==> src/rtl/mexp_pkg.sv <==
`default_nettype none
package mexp_pkg;

  localparam int WORD_BITS    = 32;
  localparam int IDX_BITS     = $clog2(WORD_BITS);
  localparam int CNT_BITS     = $clog2(WORD_BITS + 1);
  localparam int TDATA_BITS   = ((WORD_BITS + 7) / 8) * 8;
  localparam int CFG_IDX_BITS = 2;

  localparam logic [CFG_IDX_BITS-1:0] REG_MODULUS  = CFG_IDX_BITS'(0);
  localparam logic [CFG_IDX_BITS-1:0] REG_EXPONENT = CFG_IDX_BITS'(1);

  typedef enum logic [1:0] {
    OP_REDUCE = 2'd0,
    OP_SQUARE = 2'd1,
    OP_MULT   = 2'd2
  } mul_op_t;

  typedef struct packed {
    logic    cap_in;
    logic    acc_one;
    logic    mul_start;
    mul_op_t mul_op;
    logic    idx_init;
    logic    idx_dec;
    logic    out_load;
  } ctrl_cmd_t;

  typedef struct packed {
    logic mul_busy;
    logic mul_done;
    logic ebit;
    logic idx_zero;
    logic ezero;
  } dp_status_t;

endpackage
`default_nettype wire

==> src/rtl/mexp_modmul.sv <==
`default_nettype none
// Shift-and-add modular multiplier, one bit of b per cycle, msb first.
// A modulus of zero stands for 2^WORD_BITS.
module mexp_modmul (
  input  wire logic                          clk,
  input  wire logic                          rst,
  input  wire logic                          start,
  input  wire logic [mexp_pkg::WORD_BITS-1:0] a,
  input  wire logic [mexp_pkg::WORD_BITS-1:0] b,
  input  wire logic [mexp_pkg::WORD_BITS-1:0] m,
  output logic      [mexp_pkg::WORD_BITS-1:0] result,
  output logic                               busy,
  output logic                               done
);
  import mexp_pkg::*;

  logic [WORD_BITS-1:0] a_reg;
  logic [WORD_BITS-1:0] b_reg;
  logic [WORD_BITS-1:0] r;
  logic [WORD_BITS-1:0] r_next;
  logic [CNT_BITS-1:0]  cnt;
  logic [WORD_BITS:0]   mx;
  logic [WORD_BITS:0]   dbl;
  logic [WORD_BITS:0]   dbl_red;
  logic [WORD_BITS:0]   sum;
  logic [WORD_BITS:0]   sum_red;

  assign mx = {(m == '0), m};

  always_comb begin
    dbl     = {r, 1'b0};
    dbl_red = (dbl >= mx) ? dbl - mx : dbl;
    sum     = {1'b0, dbl_red[WORD_BITS-1:0]} + {1'b0, a_reg};
    sum_red = (sum >= mx) ? sum - mx : sum;
    r_next  = b_reg[WORD_BITS-1] ? sum_red[WORD_BITS-1:0] : dbl_red[WORD_BITS-1:0];
  end

  assign busy   = (cnt != '0);
  assign result = r;

  always_ff @(posedge clk) begin
    if (rst) begin
      cnt  <= '0;
      done <= 1'b0;
    end else begin
      done <= (cnt == CNT_BITS'(1));
      if (start) begin
        cnt <= CNT_BITS'(WORD_BITS);
      end else if (busy) begin
        cnt <= cnt - CNT_BITS'(1);
      end
    end
  end

  always_ff @(posedge clk) begin
    if (start) begin
      a_reg <= a;
      b_reg <= b;
      r     <= '0;
    end else if (busy) begin
      b_reg <= {b_reg[WORD_BITS-2:0], 1'b0};
      r     <= r_next;
    end
  end

  a_res_below_mod: assert property (@(posedge clk) disable iff (rst)
    done |-> ({1'b0, r} < mx))
    else $error("modular product not below modulus");

endmodule
`default_nettype wire

==> src/rtl/mexp_datapath.sv <==
`default_nettype none
module mexp_datapath (
  input  wire logic                             clk,
  input  wire logic                             rst,
  input  wire logic                             cfg_we,
  input  wire logic [mexp_pkg::CFG_IDX_BITS-1:0] cfg_index,
  input  wire logic [mexp_pkg::WORD_BITS-1:0]    cfg_data,
  input  wire logic [mexp_pkg::WORD_BITS-1:0]    in_value,
  input  wire mexp_pkg::ctrl_cmd_t              cmd,
  output mexp_pkg::dp_status_t                  st,
  output logic      [mexp_pkg::WORD_BITS-1:0]    out_value
);
  import mexp_pkg::*;

  logic [WORD_BITS-1:0] modulus;
  logic [WORD_BITS-1:0] exponent;
  logic [WORD_BITS-1:0] cipher;
  logic [WORD_BITS-1:0] base;
  logic [WORD_BITS-1:0] acc;
  logic [IDX_BITS-1:0]  idx;
  mul_op_t              op_reg;
  logic [WORD_BITS-1:0] one_m;
  logic [WORD_BITS-1:0] mul_a;
  logic [WORD_BITS-1:0] mul_b;
  logic [WORD_BITS-1:0] product;
  logic                 mul_busy;
  logic                 mul_done;

  // 1 mod m; reduction of the input is done as one_m * cipher
  assign one_m = WORD_BITS'(modulus != WORD_BITS'(1));

  always_comb begin
    unique case (cmd.mul_op)
      OP_REDUCE: begin
        mul_a = one_m;
        mul_b = cipher;
      end
      OP_MULT: begin
        mul_a = acc;
        mul_b = base;
      end
      default: begin
        mul_a = acc;
        mul_b = acc;
      end
    endcase
  end

  mexp_modmul u_modmul (
    .clk    (clk),
    .rst    (rst),
    .start  (cmd.mul_start),
    .a      (mul_a),
    .b      (mul_b),
    .m      (modulus),
    .result (product),
    .busy   (mul_busy),
    .done   (mul_done)
  );

  always_ff @(posedge clk) begin
    if (rst) begin
      modulus  <= WORD_BITS'(1);
      exponent <= WORD_BITS'(1);
    end else if (cfg_we) begin
      if (cfg_index == REG_MODULUS) begin
        modulus <= cfg_data;
      end else if (cfg_index == REG_EXPONENT) begin
        exponent <= cfg_data;
      end
    end
  end

  always_ff @(posedge clk) begin
    if (cmd.cap_in) cipher <= in_value;
    if (cmd.mul_start) op_reg <= cmd.mul_op;
    if (cmd.acc_one) begin
      acc <= WORD_BITS'(1);
    end else if (mul_done) begin
      acc <= product;
      if (op_reg == OP_REDUCE) base <= product;
    end
    if (cmd.idx_init) begin
      idx <= IDX_BITS'(WORD_BITS - 1);
    end else if (cmd.idx_dec) begin
      idx <= idx - IDX_BITS'(1);
    end
    if (cmd.out_load) out_value <= acc;
  end

  assign st.mul_busy = mul_busy;
  assign st.mul_done = mul_done;
  assign st.ebit     = exponent[idx];
  assign st.idx_zero = (idx == '0);
  assign st.ezero    = (exponent == '0);

endmodule
`default_nettype wire

==> src/rtl/mexp_ctrl.sv <==
`default_nettype none
module mexp_ctrl (
  input  wire logic                 clk,
  input  wire logic                 rst,
  input  wire logic                 s_tvalid,
  output logic                      s_tready,
  output logic                      m_tvalid,
  input  wire logic                 m_tready,
  output mexp_pkg::ctrl_cmd_t       cmd,
  input  wire mexp_pkg::dp_status_t st
);
  import mexp_pkg::*;

  typedef enum logic [7:0] {
    S_IDLE    = 8'b0000_0001,
    S_LOAD    = 8'b0000_0010,
    S_REDUCE  = 8'b0000_0100,
    S_SCAN    = 8'b0000_1000,
    S_SQUARE  = 8'b0001_0000,
    S_SQ_DONE = 8'b0010_0000,
    S_MULT    = 8'b0100_0000,
    S_FINISH  = 8'b1000_0000
  } state_t;

  state_t state;
  state_t state_next;
  logic   out_valid;
  logic   out_valid_next;

  assign s_tready = (state == S_IDLE);
  assign m_tvalid = out_valid;

  always_comb begin
    state_next = state;
    cmd        = '0;
    cmd.mul_op = OP_SQUARE;
    unique case (state)
      S_IDLE: begin
        if (s_tvalid) begin
          cmd.cap_in = 1'b1;
          state_next = S_LOAD;
        end
      end
      S_LOAD: begin
        if (st.ezero) begin
          cmd.acc_one = 1'b1;
          state_next  = S_FINISH;
        end else begin
          cmd.mul_start = 1'b1;
          cmd.mul_op    = OP_REDUCE;
          cmd.idx_init  = 1'b1;
          state_next    = S_REDUCE;
        end
      end
      S_REDUCE: begin
        if (st.mul_done) state_next = S_SCAN;
      end
      // skip leading zero bits of the exponent
      S_SCAN: begin
        if (!st.ebit) begin
          cmd.idx_dec = 1'b1;
        end else if (st.idx_zero) begin
          state_next = S_FINISH;
        end else begin
          cmd.idx_dec   = 1'b1;
          cmd.mul_start = 1'b1;
          state_next    = S_SQUARE;
        end
      end
      S_SQUARE: begin
        if (st.mul_done) state_next = S_SQ_DONE;
      end
      S_SQ_DONE: begin
        if (st.ebit) begin
          cmd.mul_start = 1'b1;
          cmd.mul_op    = OP_MULT;
          state_next    = S_MULT;
        end else if (st.idx_zero) begin
          state_next = S_FINISH;
        end else begin
          cmd.idx_dec   = 1'b1;
          cmd.mul_start = 1'b1;
          state_next    = S_SQUARE;
        end
      end
      S_MULT: begin
        if (st.mul_done) begin
          if (st.idx_zero) begin
            state_next = S_FINISH;
          end else begin
            state_next = S_SCAN;
          end
        end
      end
      S_FINISH: begin
        if (!out_valid || m_tready) begin
          cmd.out_load = 1'b1;
          state_next   = S_IDLE;
        end
      end
      default: state_next = S_IDLE;
    endcase
  end

  assign out_valid_next = cmd.out_load | (out_valid & ~m_tready);

  always_ff @(posedge clk) begin
    if (rst) begin
      state     <= S_IDLE;
      out_valid <= 1'b0;
    end else begin
      state     <= state_next;
      out_valid <= out_valid_next;
    end
  end

  a_start_idle_unit: assert property (@(posedge clk) disable iff (rst)
    cmd.mul_start |-> !st.mul_busy)
    else $error("multiply started while unit busy");

  a_done_expected: assert property (@(posedge clk) disable iff (rst)
    st.mul_done |-> (state == S_REDUCE || state == S_SQUARE || state == S_MULT))
    else $error("multiply finished in an unexpected state");

  a_no_overwrite: assert property (@(posedge clk) disable iff (rst)
    (out_valid && !m_tready) |-> !cmd.out_load)
    else $error("result overwritten before transaction");

endmodule
`default_nettype wire

==> src/rtl/modular_exponentiation_unit.sv <==
`default_nettype none
// Channel   Direction  Handshake                     Payload
// s_axis    in         s_axis_tvalid/s_axis_tready   cipher_value
// m_axis    out        m_axis_tvalid/m_axis_tready   plain_value
// cfg       in         cfg_we                        cfg_index, cfg_data
//
// One item takes one modular multiply for the reduction of the
// input, then one squaring per exponent bit below the top set bit and one
// multiply per set bit below it, plus scan steps over the exponent bits.
// The multiplier is bit-serial (one bit per cycle).
// Exponent zero returns 1. Reset sets modulus and exponent to 1.
// A new item is taken while the previous result waits on m_axis.
module modular_exponentiation_unit (
  input  wire logic                              clk,
  input  wire logic                              rst,
  input  wire logic                              s_axis_tvalid,
  output logic                                   s_axis_tready,
  input  wire logic [mexp_pkg::TDATA_BITS-1:0]    s_axis_tdata,  // [31:0] cipher_value
  output logic                                   m_axis_tvalid,
  input  wire logic                              m_axis_tready,
  output logic      [mexp_pkg::TDATA_BITS-1:0]    m_axis_tdata,  // [31:0] plain_value
  input  wire logic                              cfg_we,
  input  wire logic [mexp_pkg::CFG_IDX_BITS-1:0]  cfg_index,
  input  wire logic [mexp_pkg::WORD_BITS-1:0]     cfg_data
);
  import mexp_pkg::*;

  ctrl_cmd_t            cmd;
  dp_status_t           st;
  logic [WORD_BITS-1:0] out_value;

  mexp_ctrl u_ctrl (
    .clk      (clk),
    .rst      (rst),
    .s_tvalid (s_axis_tvalid),
    .s_tready (s_axis_tready),
    .m_tvalid (m_axis_tvalid),
    .m_tready (m_axis_tready),
    .cmd      (cmd),
    .st       (st)
  );

  mexp_datapath u_datapath (
    .clk       (clk),
    .rst       (rst),
    .cfg_we    (cfg_we),
    .cfg_index (cfg_index),
    .cfg_data  (cfg_data),
    .in_value  (s_axis_tdata[WORD_BITS-1:0]),
    .cmd       (cmd),
    .st        (st),
    .out_value (out_value)
  );

  assign m_axis_tdata = TDATA_BITS'(out_value);

endmodule
`default_nettype wire
==> config.mk <==
export PLATFORM = sky130hd
export DESIGN_NAME = modular_exponentiation_unit
export DESIGN_NICKNAME = d
export VERILOG_FILES = /design/src/rtl/mexp_pkg.sv /design/src/rtl/mexp_modmul.sv /design/src/rtl/mexp_datapath.sv /design/src/rtl/mexp_ctrl.sv /design/src/rtl/modular_exponentiation_unit.sv
export SDC_FILE = /design/constraint.sdc
export NUM_CORES = 1
export LEC_CHECK = 0
export BUFFER_PORTS_ARGS = -buffer_cell sky130_fd_sc_hd__buf_2
export CORE_MARGIN = 4
export CORE_UTILIZATION = 50
export DETAILED_ROUTE_END_ITERATION = 12
export PLACE_DENSITY = 0.66
export SLEW_MARGIN = 15
export SYNTH_ARGS = -nofsm -noshare
export SYNTH_HDL_FRONTEND = slang
export SYNTH_SLANG_ARGS = --single-unit
==> constraint.sdc <==
create_clock -name clk -period 6.75 [get_ports clk]
set_input_delay 0 -clock clk [delete_from_list [all_inputs] [get_ports clk]]
set_output_delay 0 -clock clk [all_outputs]
set_load 0.02 [all_outputs]
==> results.py, run 1 <==
metrics = {
    "sta": {
        "rsz0062_at_grt": "yes",
        "hold_slack_ns": 0.0209,
        "finalMaxSlewViolations": 0,
        "slew_headroom_pct": 24.4,
        "setup_viol": 23,
        "worst_pin_slew_ns": 1.12,
        "finalCriticalPeriod_ns": 6.92,
        "post-route-period-util_pct": 103,
        "hold_viol": 0,
        "max_freq_mhz": 145,
        "fin_skew_ns": 0.0384,
        "setup_slack_ns": -0.170,
    },
    "global_routing": {
        "grt_max_degree": 81,
        "antenna_found_initial": 0,
        "grt_overflow": 0,
        "grt_pass1_vias": 17100,
        "grt_use_total_pct": 31.1,
        "grt_pass1_wl_um": 95300,
    },
    "place": {
        "place.gp.congestion": 1.02,
        "place_hpwl_um": 43600,
        "dp.cells": 2736,
        "io_buffers": 104,
    },
    "setup_path": {
        "startpoint_type": "register",
        "cp_common_cell": "buf_12",
        "end_kind": "register",
        "reg2reg_slack_ns": -0.17,
        "path_max_fanout": 8,
        "r2r_start": "u_datapath.modulus[19]",
        "path_class": "register to register",
        "cpMaxStageDelayCell": "dfxtp_4",
        "slowest_delay_ns": 0.36,
        "required_ns": 7.16,
        "cp.arrival_ns": 7.33,
        "ff2ff_path_depth": 35,
        "r2r_end": "u_datapath.u_modmul.result[22]",
    },
    "cts": {
        "root_buffer": "clkbuf_16",
        "clkLatencyLatePin_ns": 0.57,
        "cts_buffer_depth": 3,
        "clk_pin_slew_worst_paths_ns": 0.06,
        "cts_tree": "done",
        "cts_max_level": 2,
        "cts_num_sinks": 311,
        "cts_buffers": 34,
    },
    "hold_path": {
        "hold-path-endpoint": "u_datapath.modulus[16]",
        "hold_path_class": "primary input to register",
        "whs_path_depth": 5,
        "min-delay-start": "cfg_index[1]",
    },
    "detailed_routing": {
        "drt_wl_total_um": 62200,
        "vias_per_cell": 5.96,
        "firstDrtPassIters": 6,
        "routedWlPerCell_um": 21.2,
        "dr.first_iter.drc_count": 1734,
        "vias": 17500,
        "ant_nets": 0,
        "drcViolationCount": 0,
    },
    "layout": {
        "layout-drive-gt1-share_pct": 32.8,
        "utilization_pct": 72.2,
        "seq_area_um2": 7860,
        "post_layout_nonfiller_instances": 2931,
        "antenna_cells": 0,
        "fill_cells": 2546,
        "multiInputGateArea_um2": 10700,
        "syn_to_final_growth_pct": 41.6,
        "fin_nets": 2625,
    },
    "logic_synthesis": {
        "synthCells": 1921,
        "postSynthAreaPerCell_um2": 9.24,
        "synth_area_um2": 17700,
        "synth_xor_area_share_pct": 4.34,
        "yosys-top-cells-area": "edfxtp_1 (27%), dfxtp_1 (17%), ha_1 (7.1%), nand2_1 (5.5%), a21oi_1 (4.8%)",
        "synth-simple-area-share_pct": 17.5,
        "synthesis.nets": 2096,
        "synth.area.mux_share_pct": 4.77,
        "ys_seq_elements": 311,
        "synth_top_family_by_area": "compound AO/OA/AOI/OAI gates",
        "ys_seq_area_share_pct": 44.2,
        "synth_edf_count": 162,
        "synth_top_cell_area_share_pct": 27.4,
        "synth-compound-area-share_pct": 17.8,
        "synth_fa_ha_area_share_pct": 7.46,
        "synthFlopType": "edfxtp_1",
        "synth_common_cells": "nand2_1 (258), a21oi_1 (169), edfxtp_1 (162)",
        "synth_warnings": 0,
        "async_flop_share_pct": 0,
        "yosysUniqueCellTypes": 79,
        "synth_area_leader_cell": "edfxtp_1",
        "synth.most_common_cell": "nand2_1",
    },
    "status": {
        "status": "complete, but fails checks",
        "violations": "negative setup slack",
    },
    "floorplan": {
        "ios": 105,
        "dieArea_um2": 38600,
        "initial_core_util_pct": 51.0,
        "fp-row-count": 68,
        "die_w_um": 196,
        "dieHeight_um": 196,
        "design.core.area_um2": 34800,
    },
    "flow_run": {
        "maxCapViolCount": 0,
    },
}
-- cell families after synthesis --
logic type      after synthesis
buf+inv                     176
flops                       311
fa+ha+maj                   104
compound gates              501
simple gates                671
xor+xnor                     88
mux                          70
-- critical path: cells and delay by family, from the launching register on --
family          cells  cell delay [ns]
fa+ha+maj           3             0.89
simple gates       10             1.54
mux                 1             0.21
xor+xnor            1             0.34
compound gates     14             2.62
buf+inv             6             0.78
flops               1             0.36
-- metrics by stage --
stage	cell area [um2]	setup slack [ns]	TNS, ns
after floorplan	17700	0.0134	0
after global placement	21200	-0.570	-12.31
after detailed placement	21200	-0.590	-14.86
after CTS	24500	-0.0539	-0.401
after global routing	25100	-0.365	-8.39
final	25100	-0.170	-2.19
-- routing by layer --
layer	vias to the layer above	wire, um	part of all wire [%]	track usage, %
li1	8081	-	-	-
met2	783	28800	46	49.9
met1	8473	26500	43	43.8
met4	0	1760	2.8	9.67
met5	-	0	0	0
met3	119	5180	8.3	4.82
-- how the worst max path moves through the flow --
stage / cells past startpoint / end / start
finish: 35 / u_datapath.u_modmul.result[22] / u_datapath.modulus[19]
global route: 35 / u_datapath.u_modmul.result[11] / u_datapath.modulus[1]
CTS: 37 / u_datapath.u_modmul.result[20] / u_datapath.modulus[22]
detailed placement: 31 / u_datapath.u_modmul.result[26] / u_datapath.modulus[22]
global placement: 31 / u_datapath.u_modmul.result[30] / u_datapath.modulus[22]
floorplan: 29 / u_datapath.u_modmul.result[3] / u_datapath.modulus[28]
-- cells in the final DEF, fill, tap and decap left out, types with 9 or more instances in the layout --
cell type / n
buf_4: 395
nand2_1: 250
edfxtp_1: 162
dfxtp_1: 145
nor2_1: 142
a21oi_1: 139
buf_2: 104
ha_1: 72
inv_1: 66
dlygate4sd3_1: 65
nor2b_1: 48
xnor2_1: 45
mux2i_1: 45
nand3_1: 41
a31oi_1: 41
o21ai_0: 36
clkbuf_16: 34
xor2_1: 32
a22oi_1: 32
a21o_1: 32
nor3_1: 31
a21oi_2: 26
ha_4: 26
o21ai_1: 25
nor4_1: 22
buf_6: 22
nand4_1: 18
o21ai_2: 16
o211ai_1: 14
o31ai_1: 14
nor2_2: 13
o21a_1: 12
clkbuf_1: 11
and3_1: 10
nand2b_1: 9
mux4_2: 9
o21bai_1: 9
-- area by class of cell --
cell class                      instances  share of cell area [%]
Clock buffer                           48                    3.72
Clock inverter                         14                   0.762
Inverter                               71                    1.08
Multi-Input combinational cell       1434                    42.4
Sequential cell                       311                    31.3
Tap cell                              455                    2.27
Timing Repair Buffer                  598                    18.5
-- what timing repair did --
action | CTS | global route
hold buffers | 65 | 0
hold endpoints to repair | 98 | 0
buffers inserted | 54 | 23
resized for setup | 199 | 98
cloned | 6 | 0
setup endpoints to repair | 32 | 32
pin swaps | 83 | 59
Power of run 1 is not shown: default switching activity piles up to over one toggle a cycle in this logic, so the estimate is an artifact.
==> run 2: changes to the inputs <==
--- a/config.mk
+++ b/config.mk
@@ -9,7 +9,7 @@
 export CORE_MARGIN = 4
 export CORE_UTILIZATION = 50
 export DETAILED_ROUTE_END_ITERATION = 12
-export PLACE_DENSITY = 0.66
+export PLACE_DENSITY = 0.64
 export SLEW_MARGIN = 15
 export SYNTH_ARGS = -nofsm -noshare
 export SYNTH_HDL_FRONTEND = slang
==> constraint.sdc (replaced) <==
create_clock -name clk -period 7.84 [get_ports clk]
set_input_delay 0 -clock clk [delete_from_list [all_inputs] [get_ports clk]]
set_output_delay 0 -clock clk [all_outputs]
set_load 0.02 [all_outputs]
==> run 2 against run 1 <==
  * The run now ends clean
  * Critical path type unchanged
  * Sequential share of layout area increased by 5.5 points
  * Critical path depth decreased by 1
  * Sequential cell count unchanged
  * Via count decreased by 9.8%
  * Maximum frequency decreased by 8.5%
  * Final area decreased by 15%
  * Highest routed layer unchanged
  * Core utilization decreased by 11 points
  * Worst hold slack improved by 0.056 ns
  * Clock skew decreased by 0.0088 ns
  * Clock-buffer cell count decreased by 2
==> results.py, run 2 (same netlist as run 1, synthesis figures left out) <==
metrics = {
    "status": {
        "status": "complete, no violations",
    },
    "place": {
        "place_area_um2": 19200,
        "place_hpwl_um": 41500,
        "place.gp.congestion": 1.03,
        "io_buffers": 104,
    },
    "detailed_routing": {
        "vias": 15700,
        "dr.first_iter.drc_count": 1443,
        "routedWlPerCell_um": 21.7,
        "drcViolationCount": 0,
        "firstDrtPassIters": 5,
        "drt_wl_total_um": 56500,
        "vias_per_cell": 6.04,
        "ant_nets": 0,
    },
    "setup_path": {
        "cp.arrival_ns": 8.03,
        "path_class": "register to register",
        "path_max_fanout": 11,
        "cpMaxStageDelayCell": "a41oi_4",
        "cp_top_family": "compound AO/OA/AOI/OAI gates",
        "required_ns": 8.30,
        "crit_path_start": "u_datapath.modulus[31]",
        "r2r_start": "u_datapath.modulus[31]",
        "startpoint_type": "register",
        "path_buf_inv": 7,
        "cp_common_cell": "buf_4",
        "end_kind": "register",
        "slowest_delay_ns": 0.40,
    },
    "layout": {
        "antenna_cells": 0,
        "final_common_cell": "nand2_1",
        "layout-drive-gt1-share_pct": 15.0,
        "final_cell_mix": "nand2_1 (258), a21oi_1 (165), edfxtp_1 (162)",
        "multiInputGateArea_um2": 9380,
        "syn_to_final_growth_pct": 20.1,
        "fill_cells": 2990,
        "seq_area_um2": 7850,
        "final_cell_area_um2": 21300,
        "fin_nets": 2300,
        "utilization_pct": 61.3,
    },
    "floorplan": {
        "fp-row-count": 68,
        "ios": 105,
        "dieArea_um2": 38600,
        "initial_core_util_pct": 51.0,
        "die_w_um": 196,
        "dieHeight_um": 196,
        "design.core.area_um2": 34800,
    },
    "cts": {
        "cts_buffers": 36,
        "cts_buffer_depth": 3,
        "cts_num_sinks": 311,
        "cts_max_level": 2,
        "clk_pin_slew_worst_paths_ns": 0.07,
        "clkLatencyLatePin_ns": 0.57,
        "root_buffer": "clkbuf_16",
        "cts_tree": "done",
    },
    "sta": {
        "setup_viol": 0,
        "fin_skew_ns": 0.0295,
        "finalCriticalPeriod_ns": 7.57,
        "finalMaxSlewViolations": 0,
        "hold_viol": 0,
        "worst_pin_slew_ns": 1.07,
        "slew_headroom_pct": 28.2,
        "post-route-period-util_pct": 96.5,
        "max_freq_mhz": 132,
    },
    "global_routing": {
        "grt_overflow": 0,
        "grt_max_degree": 81,
        "grt_pass1_wl_um": 87200,
        "antenna_found_initial": 0,
        "grt_use_total_pct": 28.7,
        "grt_pass1_vias": 15200,
    },
    "hold_path": {
        "min-delay-start": "s_axis_tvalid",
        "hold_path_class": "primary input to register",
    },
    "flow_run": {
        "maxCapViolCount": 0,
    },
}
==> run 2: changes by cell type in the layout (fill, tap and decap cells not counted), sizes merged <==
cell         change
bufinv           +2
bufbuf           -1
dlygate4sd3      +7
inv              +3
buf            -333
clkbuf           -2
==> run 2: final timing paths <==
check / end / slack (ns) / cells past startpoint
setup / recovery: u_datapath.u_modmul.result[23] / 0.27 / 34
hold / removal: u_ctrl.state[1] / 0.08 / 4
hold reg to reg: u_datapath.exponent[10] / 0.47 / 2
setup reg to reg: u_datapath.u_modmul.result[23] / 0.27 / 34
==> run 2: area by class of cell <==
cell class | instances | share of cell area, %
clock buffer | 46 | 4.68
clock inverter | 19 | 1.23
inverter | 71 | 1.26
multi-input combinational | 1434 | 44.0
sequential | 311 | 36.8
tap | 455 | 2.67
timing repair buffer | 271 | 9.32
==> run 2: repair_timing <==
item / in CTS / in global routing
hold buffers: 72 / 0
resized for setup: 2 / 23
setup buffers: 0 / 2
pin swaps: 0 / 2
hold endpoints to repair: 98 / 0
endpoints found under the setup margin: 25 / 32
==> run 2: worst min-delay path: cells and delay by family <==
kind	cells	cell delay [ns]
AOI/OAI and AO/OA	1	0.18
buffers and inverters	1	0.09
and+or+nand+nor	2	0.30
==> run 2: per-stage QoR <==
step	hold WS [ns]	instances	setup TNS (ns)	setup WS (ns)
final	0.0771	2607	0	0.275
after global routing	0.0978	2607	-0.161	-0.0506
after CTS	0.0453	2604	0	0.0354
after detailed placement	0.178	2467	-0.274	-0.112
after global placement	0.177	2467	0	0.0552
after floorplan	0.0989	1921	0	1.10
==> run 2: metal layers <==
metal,global-route usage (%),routed length (um),vias up
met5,0,0,-
met2,44.0,24900,637
li1,-,-,7428
met1,42.2,26000,7586
met3,4.29,4210,95
met4,8.64,1470,0
Power of run 2 is left out for the same reason.
